$ cat src/hdl/fpa_pkg.sv
// Shared types and constants for the signed fixed-point ALU.
// Depends on nothing; every other file of the block imports it.
package fpa_pkg;

  // Number of fraction bits in a raw word.
  localparam int unsigned FRAC_BITS = 8;
  // Quotient bits of the divider: the magnitude of a shifted left by FRAC_BITS.
  localparam int unsigned NQ = 32 + FRAC_BITS;
  // Width of an unsigned magnitude from either the multiplier or the divider.
  localparam int unsigned MAG_W = ((64 - FRAC_BITS) > (NQ + 1)) ? (64 - FRAC_BITS) : (NQ + 1);

  typedef enum logic [3:0] {
    CMD_ADD      = 4'd0,
    CMD_SUB      = 4'd1,
    CMD_MUL      = 4'd2,
    CMD_DIV      = 4'd3,
    CMD_INC      = 4'd4,
    CMD_DEC      = 4'd5,
    CMD_MIN      = 4'd6,
    CMD_MAX      = 4'd7,
    CMD_TO_INT   = 4'd8,
    CMD_FROM_INT = 4'd9
  } cmd_e;

  // Per-word information that travels down the pipeline.
  typedef struct packed {
    cmd_e             cmd;
    logic             gt;
    logic             lt;
    logic             eq;
    logic             neg;
    logic             ovf;
    logic             dz;
    logic [31:0]      res;
    logic [MAG_W-1:0] mag;
  } info_t;

  // State of the restoring divider.
  typedef struct packed {
    logic [31:0]   rem;
    logic [NQ-1:0] nq;
    logic [31:0]   d;
  } div_t;

  // One finished result word.
  typedef struct packed {
    logic [31:0] res;
    logic        gt;
    logic        lt;
    logic        eq;
    logic        ovf;
    logic        dz;
  } res_t;

endpackage

$ cat src/hdl/fpa_back.sv
// Last two stages: quotient rounding, then sign, overflow check and result select.
// Depends on fpa_pkg.
module fpa_back (
  input  logic           clk_i,
  input  logic           rst_ni,
  input  logic           en_i,
  input  logic           valid_i,
  input  fpa_pkg::info_t info_i,
  input  fpa_pkg::div_t  div_i,
  output logic           valid_o,
  output fpa_pkg::res_t  res_o
);
  import fpa_pkg::*;

  logic        v3_q, v4_q;
  info_t       info3_d, info3_q;
  res_t        res_d, res_q;
  logic        rup, ov;
  logic [31:0] lo;

  always_comb begin
    rup     = {div_i.rem, 1'b0} >= {1'b0, div_i.d};
    info3_d = info_i;
    if (info_i.cmd == CMD_DIV) begin
      info3_d.mag = MAG_W'(div_i.nq) + MAG_W'(rup);
    end
  end

  always_comb begin
    lo        = info3_q.mag[31:0];
    ov        = (|info3_q.mag[MAG_W-1:32]) ||
                (info3_q.mag[31] && (!info3_q.neg || (|info3_q.mag[30:0])));
    res_d.gt  = info3_q.gt;
    res_d.lt  = info3_q.lt;
    res_d.eq  = info3_q.eq;
    res_d.dz  = info3_q.dz;
    if (info3_q.dz) begin
      res_d.res = '0;
      res_d.ovf = 1'b0;
    end else if (info3_q.cmd == CMD_MUL || info3_q.cmd == CMD_DIV) begin
      res_d.res = info3_q.neg ? (~lo + 32'd1) : lo;
      res_d.ovf = ov;
    end else begin
      res_d.res = info3_q.res;
      res_d.ovf = info3_q.ovf;
    end
  end

  always_ff @(posedge clk_i or negedge rst_ni) begin
    if (!rst_ni) begin
      v3_q <= 1'b0;
      v4_q <= 1'b0;
    end else if (en_i) begin
      v3_q <= valid_i;
      v4_q <= v3_q;
    end
  end

  always_ff @(posedge clk_i) begin
    if (en_i) begin
      info3_q <= info3_d;
      res_q   <= res_d;
    end
  end

  assign valid_o = v4_q;
  assign res_o   = res_q;
endmodule

$ cat config.mk
export PLATFORM = sky130hd
export DESIGN_NAME = fpa_back
export DESIGN_NICKNAME = d
export VERILOG_FILES = /design/src/hdl/fpa_pkg.sv /design/src/hdl/fpa_back.sv
export SDC_FILE = /design/constraint.sdc
export NUM_CORES = 1
export LEC_CHECK = 0
export BUFFER_PORTS_ARGS = -buffer_cell sky130_fd_sc_hd__buf_2
export CAP_MARGIN = 40
export CORE_MARGIN = 10
export CORE_UTILIZATION = 47
export DETAILED_ROUTE_END_ITERATION = 12
export GPL_TIMING_DRIVEN = 1
export PLACE_DENSITY_LB_ADDON = 0.2
export REMOVE_ABC_BUFFERS = 1
export SLEW_MARGIN = 25
export SYNTH_ARGS = -nofsm -noshare
export SYNTH_HDL_FRONTEND = slang
export SYNTH_SLANG_ARGS = --single-unit
$ cat constraint.sdc
create_clock -name clk_i -period 2.4 [get_ports clk_i]
set_input_delay 0.12 -clock clk_i [delete_from_list [all_inputs] [get_ports clk_i]]
set_output_delay 0.12 -clock clk_i [all_outputs]
set_load 0.005 [all_outputs]
======== Word-level counts from Yosys, hierarchy flattened ========
Index checks and enable logic that the tools add are counted.
word-level totals
  bits in registers ....................... 137
  word-level logic and storage cells ...... 35
operators by class
  equal/unequal tests ..................... 3
  multiplexer cells ....................... 4
  reduce and logical (&&, ||, !) cells .... 7
  magnitude comparators ................... 1
  bitwise operators ....................... 1
  add/sub/neg operators ................... 2
operators with widths
  operator                 count
  $mux W32                 2
  $mux W56                 1
  $add A40 B1 Y41          1
  $ge A33 B32 Y1           1
  $add A32 B1 Y32 const B  1
  $not A32 Y32             1
  $reduce_or A31 Y1        1
  $reduce_or A24 Y1        1
  $eq A4 B2 Y1 const B     3
  $logic_or A1 B1 Y1       3
  $logic_and A1 B1 Y1      1
  $logic_not A1 Y1         1
  $mux W1                  1

======== Depth between registers and ports, before layout ========
Gate-level depths: netlist (run 1).
  depth after elaboration ................. 5
  gate-level depth with buffers ........... 17
  gate-level depth less buffers ........... 15

======== Worst setup path before layout (run 1) ========
Ideal clock, no wire load.
  path type ............................... input port to flip-flop
  start point ............................. in div_i[23] (netlist name)
  end point ............................... reg info3_q[37] (netlist name), data pin
  stages .................................. 16
  library setup time ...................... 0.270 ns
  arrival time ............................ 3.603 ns
  path slack .............................. -1.473 ns
  path buffers ............................ 2
  cells stage by stage .................... inv_1 > ha_1 > nand4_1 > or4_1 > nor4b_1 > nor4_1 > o31ai_1 > ha_1 > nand4_2 > or3_1 > buf_2 > or3_1 > buf_2 > nor4_1 > xnor2_1 > a21oi_1
RTL lines
  item                  line            source
  start, declared       fpa_back.sv:9   input fpa_pkg::div_t div_i,
  end signal, assigned  fpa_back.sv:61  info3_q <= info3_d;
  end, declared         fpa_back.sv:16  info_t info3_d, info3_q;

==> results of run 1 <==
## what timing repair did
action	CTS	global route
buffers inserted	24	10
pin swaps	81	49
endpoints found under the setup margin	39	44
hold buffers	57	0
endpoints found under the hold margin	57	0
gates resized for setup	71	42
## worst reg2reg max path: stages (launching register included)
cell	delay, ns
sky130_fd_sc_hd__edfxtp_1	0.41
sky130_fd_sc_hd__or4_1	0.64
sky130_fd_sc_hd__nor4_4	0.23
sky130_fd_sc_hd__nand4_1	0.16
sky130_fd_sc_hd__nor4_2	0.24
sky130_fd_sc_hd__mux2i_1	0.25
sky130_fd_sc_hd__o22ai_1	0.10
## cells by family (layout without fill, tap and decap cells)
kind of cell	Yosys count	count (layout)
AO/OA/AOI/OAI	125	125
XOR/XNOR	65	65
adder cells (fa/ha/maj)	34	34
buffers and inverters	70	431
flip-flops	136	136
multiplexers	5	5
other	0	2
AND/OR/NAND/NOR	226	226
## worst min path at each step
stage / startpoint / to / slack [ns] / cells after the start
floorplan: rst_ni / v3_q / -0.18 / 0
global route: info_i[51] / info3_q[51] / 0.02 / 2
CTS: info_i[1] / info3_q[1] / 0.004 / 3
detailed placement: rst_ni / v3_q / -0.09 / 1
global placement: rst_ni / v3_q / -0.09 / 1
finish: info_i[55] / info3_q[55] / 0.02 / 2
## per-layer routing
metal / track usage / wire length (um) / up-vias
met1: 0.2209 / 8119 / 2909
met3: 0.07806 / 1770 / 40
met5: 0 / 0 / -
met2: 0.3653 / 11430 / 232
met4: 0.08351 / 511 / 0
li1: - / - / 3132
## cell type report
class,count,area (um^2)
fillers,1125,4340
inverters,42,160.2
multi-input cells,455,3432
flip-flops and latches,136,4074
well taps,188,235.2
diodes,2,5.005
repair buffers,357,2352
clock buffers,18,429.2
clock inverters,14,173.9
## registers in the layout (all words and copies together), names as in the netlist
name	flops
info3_q	97
res_o	37
v3_q	1
valid_o	1
## placed cells by master, fill, tap and decap left out, types with 13 or more instances in the layout
cell type	n
sky130_fd_sc_hd__nor2b_1	15
sky130_fd_sc_hd__inv_1	38
sky130_fd_sc_hd__xnor2_1	16
sky130_fd_sc_hd__o21ai_0	13
sky130_fd_sc_hd__buf_6	24
sky130_fd_sc_hd__clkbuf_16	17
sky130_fd_sc_hd__buf_4	40
sky130_fd_sc_hd__ha_1	25
sky130_fd_sc_hd__nor2_1	81
sky130_fd_sc_hd__dlygate4sd3_1	57
sky130_fd_sc_hd__buf_2	234
sky130_fd_sc_hd__nand4_1	15
sky130_fd_sc_hd__nand2_1	25
sky130_fd_sc_hd__nand3_1	16
sky130_fd_sc_hd__a211oi_1	30
sky130_fd_sc_hd__xor2_1	42
sky130_fd_sc_hd__a21oi_1	43
sky130_fd_sc_hd__edfxtp_1	134
## through the flow
step / util / area, um^2 / hold slack, ns / total power [mW]
after floorplan: - / 7189 / -0.1756 / 3.353
after global placement: 0.5916 / 8994 / -0.09457 / 3.783
after detailed placement: 0.5916 / 8994 / -0.09261 / 3.802
after CTS: 0.6992 / 10630 / 0.004226 / 6.563
after global routing: 0.7145 / 10860 / 0.01579 / 6.828
final: 0.7145 / 10860 / 0.01735 / 6.552
## power groups by stage
stage / Combinational, mW / Clock (mW) / Sequential (mW)
detailed placement: 0.825 / 0 / 2.98
CTS: 0.953 / 2.68 / 2.93
global route: 1.09 / 2.78 / 2.95
floorplan: 0.371 / 0 / 2.98
global placement: 0.810 / 0 / 2.97
finish: 0.981 / 2.64 / 2.93
==> results.md, run 1 <==
- The tightest min-delay check is of the in -> reg type.
- The flow ran to the end, but the final reports show violations.
- The count of cells in the finished layout, fillers not included, comes to 1212.
- CTS saw 136 sinks.
- The maximum buffer depth of the clock tree is 2.
- The area of the die is 0.02091 mm^2.
- The top-level I/O count is 244.
- At the end of routability-driven placement, the weighted congestion stood at 0.8682.
- The critical path depth is 15.
- The starting density of the core is 0.4800.
- The post-synthesis average cell area is 11.04 um^2.
- Internal power comes to 4.972 mW.
- Max-cap violations in this run came to 0.
- The placed instance count is 1106.
- The netlist uses 46 different library cells.
- The power share of the combinational group is 0.150.
- At the end of the flow, the number of nets in the layout was 1249.
- Of the total power, registers draw 0.448.
- The first global-routing pass estimated 33510 um of wire.
- The die is 144.6 um tall.
- The number of synthesized flops with an enable pin is 134.
- The share of synthesized area in the top cell type comes to 0.5514.
- The adder-cell area share of the yosys netlist is 0.05830.
- The capturing element of the worst setup path is info3_q[24].
- Together, buffers and inverters on the worst path number 3.
- Once detail routing completed, the nets flagged for antenna violations numbered 0.
- The leakage power is 4.591 nW.
- By area the synthesized netlist is led by sky130_fd_sc_hd__edfxtp_1, sky130_fd_sc_hd__ha_1, sky130_fd_sc_hd__xor2_1, sky130_fd_sc_hd__nor2_1, sky130_fd_sc_hd__a21oi_1.
- The via-per-instance ratio is 5.209.
- The floorplan has 45 rows.
- The maximum ir drop on the vdd rail is 0.4716 mV.
- The number of detailed-route iterations in the first pass is 5.
- The switching fraction of total power is 0.2412.
- The post-synth design cell area is 0.007297 mm^2.
- The XOR/XNOR share of the synthesized area is 0.07802.
- Setup repair after global routing could not meet its margin everywhere.
- The data arrival at the endpoint of the critical path is 3.58 ns.
- TritonCTS built the clock tree.
- The total length of routed wires is 21830 um.
- The total of flip-flops plus latches after synthesis is 136.
- Measured against the total synthesized area, the mux share comes to 0.007373.
- The count of buffers from port buffering is 243.
- Once detailed placement completed, the half-perimeter wirelength came to 16100 um.
- The most common flop cell mapped by yosys is sky130_fd_sc_hd__edfxtp_1.
- The signal on the critical path passes through buf_6, inv_4, ha_4, nand4_1, or4_4, nor4b_4, nor4_2, o31ai_2, ha_2, nand4_4, or3_4, or3_4, buf_6, or3_4, a31oi_1.
- The critical path class is in -> reg.
- For the worst setup path, the data required time is 2.66 ns.
- The post-route minimum period is 3.318 ns.
- The final max-slew violation count is 0.
- In the post-synthesis netlist, the cell with the most instances is sky130_fd_sc_hd__edfxtp_1.
- The H-tree was split into 4 levels.
- The clock latency at the later pin of the worst-skew pair is 0.42 ns.
- The slowest stage of the critical path is the sky130_fd_sc_hd__or4_4 cell.
- The number of buffers created by CTS is 17.
- By count the netlist is led by sky130_fd_sc_hd__edfxtp_1, sky130_fd_sc_hd__nor2_1, sky130_fd_sc_hd__a21oi_1.
- Global routing finished with a remaining overflow of 0.
- The number of global-route vias before repair was 6711.
- The post-route DRC violation count is 0.
- The critical path's most frequent cell is sky130_fd_sc_hd__or3_4.
- The nature of the critical path endpoint is a register.
- In this run the clock root is driven by a sky130_fd_sc_hd__clkbuf_16.
- The setup slack of the critical path after layout is -0.9183 ns.
- The global router's overall resource usage is 0.2083.
- The number of cells traversed by the worst register-to-register path is 6.
- From left edge to right edge, the die measures 144.6 um.
- The launch point of the worst reg-to-reg path is info3_q[22].
- Setup violations remaining at the end of the flow were counted as 37.
- The routed wire length per instance is 18.01 um.
- The routed layout has 6313 vias.
- The share of total power dissipated in the clock network is 0.403.
- Of the total synthesized cell area, the portion taken by AND, OR, NAND and NOR gates is 0.1533.
- The checks that failed: setup timing.
- On the critical path the largest part of the delay comes from simple AND/OR/NAND/NOR gates.
- The library cell occupying the most area in the post-synthesis netlist is sky130_fd_sc_hd__edfxtp_1.
- STA classifies the critical path startpoint as a primary input.
- The initial antenna violation count was 2.
- The sum of negative setup slack is -20.76 ns.
- Power spread over the standard cell area amounts to 603.3 mW/mm^2.
- The share of the Yosys chip area taken by registers is 0.5583.
- In the synthesized netlist the async set-or-reset flop fraction comes to 0.01471.
- Between clock sinks in the finished design, the worst skew comes to 0.007853 ns.
- The fraction of final layout cells sized beyond drive strength 1 is 0.3973.
- The clock-pin slew on the worst setup and hold paths is 0.06 ns.
- In this design, the stage delay of the slowest critical-path cell is 0.56 ns.
- The synthesized instance count is 661.
- The Yosys step of the flow raised 0 warnings.
- The hold violation total from the final report is 0.
- After synthesis, the largest family of logic cells by area is simple AND/OR/NAND/NOR gates.
- For the pin with the worst max-slew slack, the measured transition is 0.5496 ns.
- Along the worst path, the maximum fanout reaches 5.
- In this run the critical register-to-register path is captured at res_o[35].
- Entering global routing, the biggest net connects 70 pins.
- The switching component of the power is 1.580 mW.
- The core area is 0.01520 mm^2.
- The upper clock frequency limit is 0.3014 GHz.
- In this run the register-to-register setup slack is 0.11 ns.
- The complex-gate fraction of the synthesized area was 0.1084.
- The ratio of final minimum period to clock period is 1.383.
- The start point of the critical path is div_i[18].
- The worst-case headroom to the max-slew limit is 0.6316.
- The detailed router finished its first iteration with 346 violations.
- The setup slack after placement is -1.768 ns.
- The area added between synthesis and finish is 48.85%.
Note: power is estimated with default switching activity, not from simulation.
==> inputs of run 2 (changes only) <==
- ABC_CLOCK_PERIOD_IN_PS: not set -> 3800
- CORE_ASPECT_RATIO: not set -> 1.1
- clock period: 2.4 -> 3.8 ns (I/O delays scaled with it)
==> run 2 against run 1 <==
Net effect: sequential share of layout area grew 3.3 points; critical endpoint is now info3_q[37]; first-iteration DRC count fell by 34%; critical path type unchanged; clock skew increased by 0.0011 ns; critical path depth unchanged; register-to-register slack better by 1.2 ns; the flow now finishes without violations; via count down 3.5%; largest cell class unchanged; count of clock-buffer cells in the layout did not move; non-clock buffer count is 43 lower; worst hold slack gained 0.028 ns; setup slack improved by 1.1 ns; wire length is 6.8% lower; global-route usage fell by 1.5 points.
==> results.md, run 2 (synthesized netlist as in run 1, its figures left out) <==
- The routed wire length per instance is 17.30 um (-4.0%).
- The pin count of the biggest net entering global routing is 97 (+39%).
- The first-pass GRT wire length is 32080 um (-4.3%).
- The switching fraction of total power is 0.2433 (+0.002133).
- The fraction of final layout cells sized beyond drive strength 1 was 0.3279 (-0.06937).
- The area of the die came to 0.02091 mm^2 (about the same).
- The number of cells traversed by the worst register-to-register path is 6 (unchanged).
- The part of the power in the clock network was 0.402 (about the same).
- The count of buffers from port buffering came to 243 (unchanged).
- The launch point of the worst reg-to-reg path is info3_q[20].
- The number of standard-cell rows in the floorplan is 47 (+4.4%).
- The initial antenna violation count is 1 (-1).
- The total length of routed wires is 20350 um (-6.8%).
- The startpoint identified for the worst hold timing path is en_i.
- The tree is rooted in a sky130_fd_sc_hd__clkbuf_16.
- The total number of H-tree levels is 4 (unchanged).
- The critical path class is in -> reg.
- info3_q holds more flip-flops than any other register.
- The via-per-instance ratio is 5.179 (-0.56%).
- The number of nets in the layout is 1206 (-3.4%).
- The die extent in y is 150.7 um (+4.2%).
- The multi-input logic area is 0.003027 mm^2 (-12%).
- The largest fanout of any net on the critical path is 5 (unchanged).
- The sequential standard cell area came to 0.004074 mm^2 (unchanged).
- The half-perimeter wire length after detailed placement is 15570 um (-3.3%).
- The ratio of final minimum period to clock period is 0.9518.
- The final setup skew came to 0.008997 ns (+0.001143 ns).
- The die extent in x is 138.8 um (-4.0%).
- The most common library cell in the layout ignoring fill and taps is sky130_fd_sc_hd__buf_2.
- The placer congestion estimate is 0.8245 (-5.0%).
- The top-level I/O count was 244 (unchanged).
- The hold path depth is 1 (-1).
- Setup repair after global routing could not meet its margin everywhere.
- The worst reg2reg path endpoint is res_o[35].
- The setup slack after placement came to -0.3739 ns (+1.394 ns).
- The clock latency at the later pin of the worst-skew pair is 0.43 ns (about the same).
- The flow ran to the end, and the final reports show no timing, DRC or antenna violations.
- The flip-flop count of the largest register, all copies and words added is 97 (unchanged).
- The sum of negative setup slack came to 0 ns (+20.76 ns).
- The actual transition at the worst max-transition pin is 0.4505 ns (-0.09917 ns).
- The number of endpoints failing setup at the final stage is 0 (-100%).
- The starting density of the core was 0.4810 (+0.0009500).
- The area added between synthesis and finish is 36.95%.
- The worst reg-to-reg setup slack is 1.28 ns (+1.17 ns).
- The global router's overall resource usage is 0.1931 (-0.01516).
- The worst setup path is launched from a primary input.
- The total grt overflow is 0 (unchanged).
- The upper clock frequency limit is 0.2765 GHz.
- The relative contribution of sequential cells to total power was 0.461 (+0.013).
- The switching component of the power is 976.8 uW (-38%).
- The maximum ir drop on the vdd rail is 0.3053 mV (-35%).
- The internal power is 3.038 mW (-39%).
- The number of buffers created by CTS is 17 (unchanged).
- The power share of the combinational group came to 0.137 (-0.013).
- The number of global-route vias before repair is 6476 (-3.5%).
- The hold violation total from the final report was 0 (unchanged).
- The power density of the placed cells is 401.8 mW/mm^2 (-33%).
- The total number of vias is 6091 (-3.5%).
- The leakage power is 4.209 nW (-8.3%).
- The required time at the endpoint of the critical path was 3.95 ns (+1.29 ns).
- The number of nets with antenna violations after detailed routing was 0 (unchanged).
- The setup slack of the critical path after layout is 0.1833 ns (+1.102 ns).
- The number of filler instances in the final layout was 1205 (+7.1%).
- The worst-case headroom to the max-slew limit is 0.6969 (+0.06534).
- The number of max-capacitance violations reported is 0 (unchanged).
- The path with the worst hold slack has its endpoint at info3_q[63].
- The post-route DRC violation count is 0 (unchanged).
- In the layout the commonest cells are sky130_fd_sc_hd__buf_2, sky130_fd_sc_hd__edfxtp_1, sky130_fd_sc_hd__nor2_1, sky130_fd_sc_hd__a21oi_1.
- The core area is 0.01517 mm^2 (-0.20%).
- The count of routing violations after the opening detailed-route iteration came to 227 (-34%).
- The final max-slew violation count came to 0 (unchanged).
- The maximum buffer depth of the clock tree is 2 (unchanged).
- The path class of the lowest-slack min-delay path is in -> reg.
- The number of detailed-route iterations in the first pass is 4 (-1).
- The TritonCTS clock tree is yes.
- The clock-pin slew on the worst setup and hold paths is 0.06 ns (about the same).
- The post-route minimum period is 3.617 ns.
- The data arrival at the endpoint of the critical path came to 3.77 ns (+0.19 ns).
- The nature of the critical path endpoint is a register.
- The number of sinks on the clock net came to 136 (unchanged).
-- run 2: worst max-delay path, stage by stage --
cell and delay, ns:
sky130_fd_sc_hd__buf_2 0.07, sky130_fd_sc_hd__inv_1 0.04, sky130_fd_sc_hd__ha_1 0.30, sky130_fd_sc_hd__nand4_1 0.13, sky130_fd_sc_hd__or4_4 0.58, sky130_fd_sc_hd__nor4b_2 0.27, sky130_fd_sc_hd__nor4_1 0.09, sky130_fd_sc_hd__o31ai_1 0.33
sky130_fd_sc_hd__ha_2 0.26, sky130_fd_sc_hd__nand4_2 0.08, sky130_fd_sc_hd__or3_4 0.40, sky130_fd_sc_hd__or3_4 0.45, sky130_fd_sc_hd__nor4_4 0.29, sky130_fd_sc_hd__xnor2_1 0.17, sky130_fd_sc_hd__a21oi_1 0.10
-- run 2: area by class of cell --
| class | instances | share of cell area |
|---|---|---|
| clock inverters | 14 | 0.01502 |
| well taps | 196 | 0.02454 |
| clock buffers | 18 | 0.04294 |
| inverters | 42 | 0.01578 |
| diodes | 1 | 0.0002504 |
| flip-flops and latches | 136 | 0.4077 |
| repair buffers | 314 | 0.1909 |
| multi-input cells | 455 | 0.3029 |
-- run 2: what timing repair did --
action | in CTS | in global routing
pin swaps | 0 | 3
resized for setup | 1 | 10
hold endpoints to repair | 44 | 0
buffers inserted | 0 | 4
endpoints found under the setup margin | 1 | 20
hold buffers | 43 | 0
-- run 2: per-stage QoR --
step           instance area [um^2]    util  hold WS (ns)  instances  total power, mW
6_report                       9993  0.6587       0.04548       1176            4.015
5_1_grt                        9993  0.6587       0.03173       1176            4.196
4_1_cts                        9877  0.6510       0.03197       1170            4.037
3_5_place_dp                   8861  0.5840      -0.01811       1095            2.392
3_3_place_gp                   8841  0.5827      -0.02421       1094            2.375
2_1_floorplan                  7189       -       -0.1056        633            2.118
-- run 2: how the worst max path moves through the flow --
stage	endpoint	slack, ns	startpoint	depth (start not counted)
after CTS	info3_q[37]	0.06	div_i[23]	15
final	info3_q[37]	0.18	div_i[23]	15
after floorplan	info3_q[0]	-2.13	info_i[97]	2
after global placement	info3_q[16]	-0.24	div_i[22]	16
after global routing	info3_q[28]	-0.02	div_i[23]	17
after detailed placement	info3_q[39]	-0.37	div_i[23]	15
-- run 2: power by group through the flow --
stage	registers (mW)	logic, mW	clock network (mW)
floorplan	1.88	0.234	0
global placement	1.88	0.495	0
detailed placement	1.88	0.508	0
CTS	1.85	0.547	1.64
global route	1.86	0.619	1.71
finish	1.85	0.549	1.61
-- run 2: routing by layer --
layer  wire [um]  part of all wire  GRT usage
met2       10500              0.52     0.3393
met1        7475              0.37     0.1958
met3        1931             0.095    0.08664
met4         436             0.021    0.08351
met5           0                 0          0
==> inputs of run 3 (changes only) <==
- ABC_AREA: not set -> 1
- CORE_UTILIZATION: 47 -> 35
==> run 3 against run 2 <==
Net effect: sequential cell count did not move; global-route usage fell by 1.8 points; count of clock-buffer cells in the layout fell by 1; worst hold slack got worse by 0.015 ns; final area rose by 9.8%; synthesized cell count rose by 55%; die area rose by 46%; critical path type unchanged; register-to-register slack improved by 0.48 ns; setup slack improved by 1.3 ns; first-iteration DRC count rose by 96%; clock skew rose by 0.0057 ns; highest routed layer unchanged; combinational power rose by 13%.
==> results.md, run 3 <==
- The data arrival at the endpoint of the critical path came to 2.47 ns (-1.30 ns).
- The maximum ir drop on the vdd rail is 0.2418 mV (-21%).
- The worst hold margin is 0.03079 ns (-0.01469 ns).
- The core area is 0.02355 mm^2 (+55%).
- By area the synthesized netlist is led by sky130_fd_sc_hd__edfxtp_1, sky130_fd_sc_hd__nand2_1, sky130_fd_sc_hd__nor2_1, sky130_fd_sc_hd__inv_1, sky130_fd_sc_hd__ha_1.
- The leakage power is 5.148 nW (+22%).
- STA classifies the critical path startpoint as a primary input.
- The nature of the critical path endpoint is a register.
- The clock-pin slew on the worst setup and hold paths is 0.07 ns (about the same).
- In the layout the commonest cells are sky130_fd_sc_hd__nand2_1, sky130_fd_sc_hd__buf_2, sky130_fd_sc_hd__nor2_1, sky130_fd_sc_hd__edfxtp_1, sky130_fd_sc_hd__inv_1.
- The critical path class is in -> reg.
- Setup repair after global routing left no endpoint under its margin.
- The half-perimeter wire length after detailed placement is 21770 um (+40%).
- The count of buffers from port buffering came to 243 (unchanged).
- The multi-input logic area is 0.003685 mm^2 (+22%).
- The number of synthesized flops with an enable pin is 134 (unchanged).
- The post-route DRC violation count is 0 (unchanged).
- The switching fraction of total power was 0.2710 (+0.02775).
- The actual transition at the worst max-transition pin was 0.7861 ns (+0.3357 ns).
- The placer congestion estimate is 0.9070 (+10%).
- The pin count of the biggest net entering global routing is 84 (-13%).
- The die extent in x came to 167.3 um (+21%).
- The total grt overflow is 0 (unchanged).
- The total number of H-tree levels is 4 (unchanged).
- The worst-case headroom to the max-slew limit was 0.4759 (-0.2210).
- Among all flip-flop cells after synthesis, the most frequent one is sky130_fd_sc_hd__edfxtp_1.
- The met1 track demand over resource is 0.2080 (+0.01223).
- The number of non-filler instances in the completed layout is 1634 (+39%).
- The placed instance count is 1558 (+42%).
- The post-route minimum period is 2.294 ns (-1.323 ns).
- The upper clock frequency limit was 0.4359 GHz (+58%).
- The post-synthesis async set-or-reset flop share came to 0.01471 (unchanged).
- The first-pass GRT wire length is 42590 um (+33%).
- The switching component of the power is 1.136 mW (+16%).
- The path class of the lowest-slack min-delay path is in -> reg.
- The ratio of final minimum period to clock period is 0.6037 (-0.3480).
- The most common cell in the netlist is sky130_fd_sc_hd__nand2_1.
- The number of standard-cell rows in the floorplan is 59 (+26%).
- The clock latency at the later pin of the worst-skew pair is 0.43 ns (about the same).
- The number of nets in the layout came to 1555 (+29%).
- The most utilized layer in the global route result is met2.
- Ranked by flip-flop count, first place goes to info3_q.
- The initial antenna violation count is 1 (unchanged).
- The routed wire length per instance is 16.49 um (-4.7%).
- After synthesis, the most frequently instantiated cells are sky130_fd_sc_hd__nand2_1, sky130_fd_sc_hd__nor2_1, sky130_fd_sc_hd__edfxtp_1.
- The number of global-route vias before repair is 8078 (+25%).
- The part of the power in the clock network is 0.410 (+0.008).
- CTS placed an instance of sky130_fd_sc_hd__clkbuf_16 at the clock tree root.
- The count of routing violations after the opening detailed-route iteration is 446 (+96%).
- The met3 capacity usage during global routing is 0.03780 (-0.04884).
- The synthesis warning total is 0 (unchanged).
- The die extent in y is 182.0 um (+21%).
- The number of detailed-route iterations in the first pass is 5 (+1).
- The synthesized instance count is 1026 (+55%).
- The most common library cell in the layout ignoring fill and taps is sky130_fd_sc_hd__nand2_1.
- The number of buffers created by CTS is 17 (unchanged).
- The starting density of the core is 0.3547 (-0.1262).
- The total of flip-flops plus latches after synthesis is 136 (unchanged).
- The number of max-capacitance violations reported is 0 (unchanged).
- The global router's overall resource usage came to 0.1752 (-0.01790).
- The fraction of final layout cells sized beyond drive strength 1 is 0.2282 (-0.09972).
- The sum of negative setup slack is 0 ns (unchanged).
- The maximum buffer depth of the clock tree is 2 (unchanged).
- The run finished with clean final reports.
- The post-synthesis average cell area was 8.141 um^2 (-26%).
- The met2 layer usage reported by global route is 0.3116 (-0.02763).
- The via-per-instance ratio was 4.703 (-9.2%).
- The final max-slew violation count is 0 (unchanged).
- The number of endpoints failing setup at the final stage is 0 (unchanged).
- The area of the die is 0.03045 mm^2 (+46%).
- The power share of the combinational group is 0.148 (+0.011).
- The top-level I/O count is 244 (unchanged).
- The total power after layout came to 4.192 mW (+4.4%).
- The largest fanout of any net on the critical path is 5 (unchanged).
- The number of nets with antenna violations after detailed routing is 0 (unchanged).
- The sequential standard cell area came to 0.004074 mm^2 (unchanged).
- The power density of the placed cells is 382.2 mW/mm^2 (-4.9%).
- The total number of vias is 7684 (+26%).
- The relative contribution of sequential cells to total power is 0.442 (-0.019).
- The number of filler instances in the final layout is 2391 (+98%).
- The TritonCTS clock tree is yes.
- The required time at the endpoint of the critical path was 3.98 ns (+0.03 ns).
- The end-of-flow core utilization is 0.4658 (-0.1929).
- The final setup skew is 0.01466 ns (+0.005664 ns).
- sky130_fd_sc_hd__edfxtp_1 takes more of the synthesized area than any other cell.
- The post-synth design cell area is 0.008353 mm^2 (+14%).
- From synthesis to final layout, the design area changed by 31.31%.
- The hold violation total from the final report is 0 (unchanged).
- The sequential fraction of the synthesis area is 0.4877 (-0.07058).
- The total length of routed wires is 26950 um (+32%).
- The number of library cell types mapped by synthesis is 41 (-11%).
- The number of sinks on the clock net is 136 (unchanged).
- The area share of the largest cell type after synthesis is 0.4817 (-0.06971).
- The flip-flop count of the largest register, all copies and words added is 97 (unchanged).
- The internal power was 3.056 mW (+0.58%).
- The post-cts gate resize count was 0 (-1).
run 3: cell types whose count changed in the layout (fill, tap and decap cells not counted), sizes merged, moves of 13 or more:
| cell | change |
|---|---|
| a21oi | -13 |
| nor4 | -14 |
| nor2 | +80 |
| xor2 | -26 |
| nand2 | +247 |
| nand3 | +48 |
| inv | +95 |
| buf | -21 |
| o21ai | +38 |
| a211oi | -30 |
| nor2b | -15 |
run 3: repair_timing:
action,in CTS,in global routing
setup buffers,0,0
hold endpoints to repair,44,0
hold buffers,43,0
run 3: critical path, cell delays in order:
cell and delay (ns):
sky130_fd_sc_hd__buf_2 0.07, sky130_fd_sc_hd__inv_1 0.03, sky130_fd_sc_hd__ha_1 0.28, sky130_fd_sc_hd__nand2_1 0.07
sky130_fd_sc_hd__nor2_1 0.15, sky130_fd_sc_hd__nand4_1 0.12, sky130_fd_sc_hd__nor4_1 0.20, sky130_fd_sc_hd__nand2_1 0.08
sky130_fd_sc_hd__nand2_1 0.09, sky130_fd_sc_hd__ha_1 0.19, sky130_fd_sc_hd__nand2_4 0.10, sky130_fd_sc_hd__nor2_8 0.12
sky130_fd_sc_hd__inv_4 0.06, sky130_fd_sc_hd__nor3b_1 0.27, sky130_fd_sc_hd__nand2_1 0.12, sky130_fd_sc_hd__xnor2_1 0.17
sky130_fd_sc_hd__nand2_1 0.08, sky130_fd_sc_hd__nand2_1 0.06
run 3: stage by stage:
step | worst slack, ns | area [um^2]
2_1_floorplan | 1.283 | 8263
3_3_place_gp | 1.055 | 9913
3_5_place_dp | 1.011 | 9928
4_1_cts | 1.460 | 10970
5_1_grt | 1.243 | 10970
6_report | 1.506 | 10970
run 3: worst paths after layout:
| path | end | slack (ns) | start | cells after the start |
|---|---|---|---|---|
| max | info3_q[27] | 1.51 | div_i[30] | 18 |
| min | info3_q[0] | 0.03 | info_i[0] | 3 |
| max reg2reg | res_o[31] | 1.76 | info3_q[97] | 7 |
| min reg2reg | res_o[3] | 0.42 | info3_q[92] | 0 |
| max in group asynchronous | v3_q | 3.64 | rst_ni | 2 |
| min in group asynchronous | valid_o | 0.07 | rst_ni | 2 |
run 3: area by class of cell:
cell class | count | area share
clock buffer | 17 | 0.03879
timing repair buffer | 293 | 0.1562
clock inverter | 15 | 0.01654
antenna | 1 | 0.0002282
inverter | 134 | 0.04609
multi-input combinational | 733 | 0.3360
tap | 305 | 0.03479
sequential | 136 | 0.3714
run 3: kinds of logic (layout without fill, tap and decap cells):
logic type	after synthesis	after routing	share of synthesized area
xor+xnor	28	28	0.02936
flops	136	136	0.4877
other cells	0	1	0
buf+inv	157	459	0.07130
simple gates	565	565	0.2925
compound gates	106	106	0.06816
fa+ha+maj	34	34	0.05093
run 3: power by group through the flow:
stage | Clock (mW) | Sequential, mW | Combinational [mW]
after CTS | 1.75 | 1.86 | 0.630
after floorplan | 0 | 1.88 | 0.293
final | 1.72 | 1.85 | 0.621
after detailed placement | 0 | 1.89 | 0.593
after global placement | 0 | 1.89 | 0.581
after global routing | 1.82 | 1.87 | 0.711
run 3: per-layer routing:
layer,up-vias,wire length [um]
li1,3960,-
met1,3506,11390
met2,203,13810
met3,15,1435
met4,0,313
met5,-,0
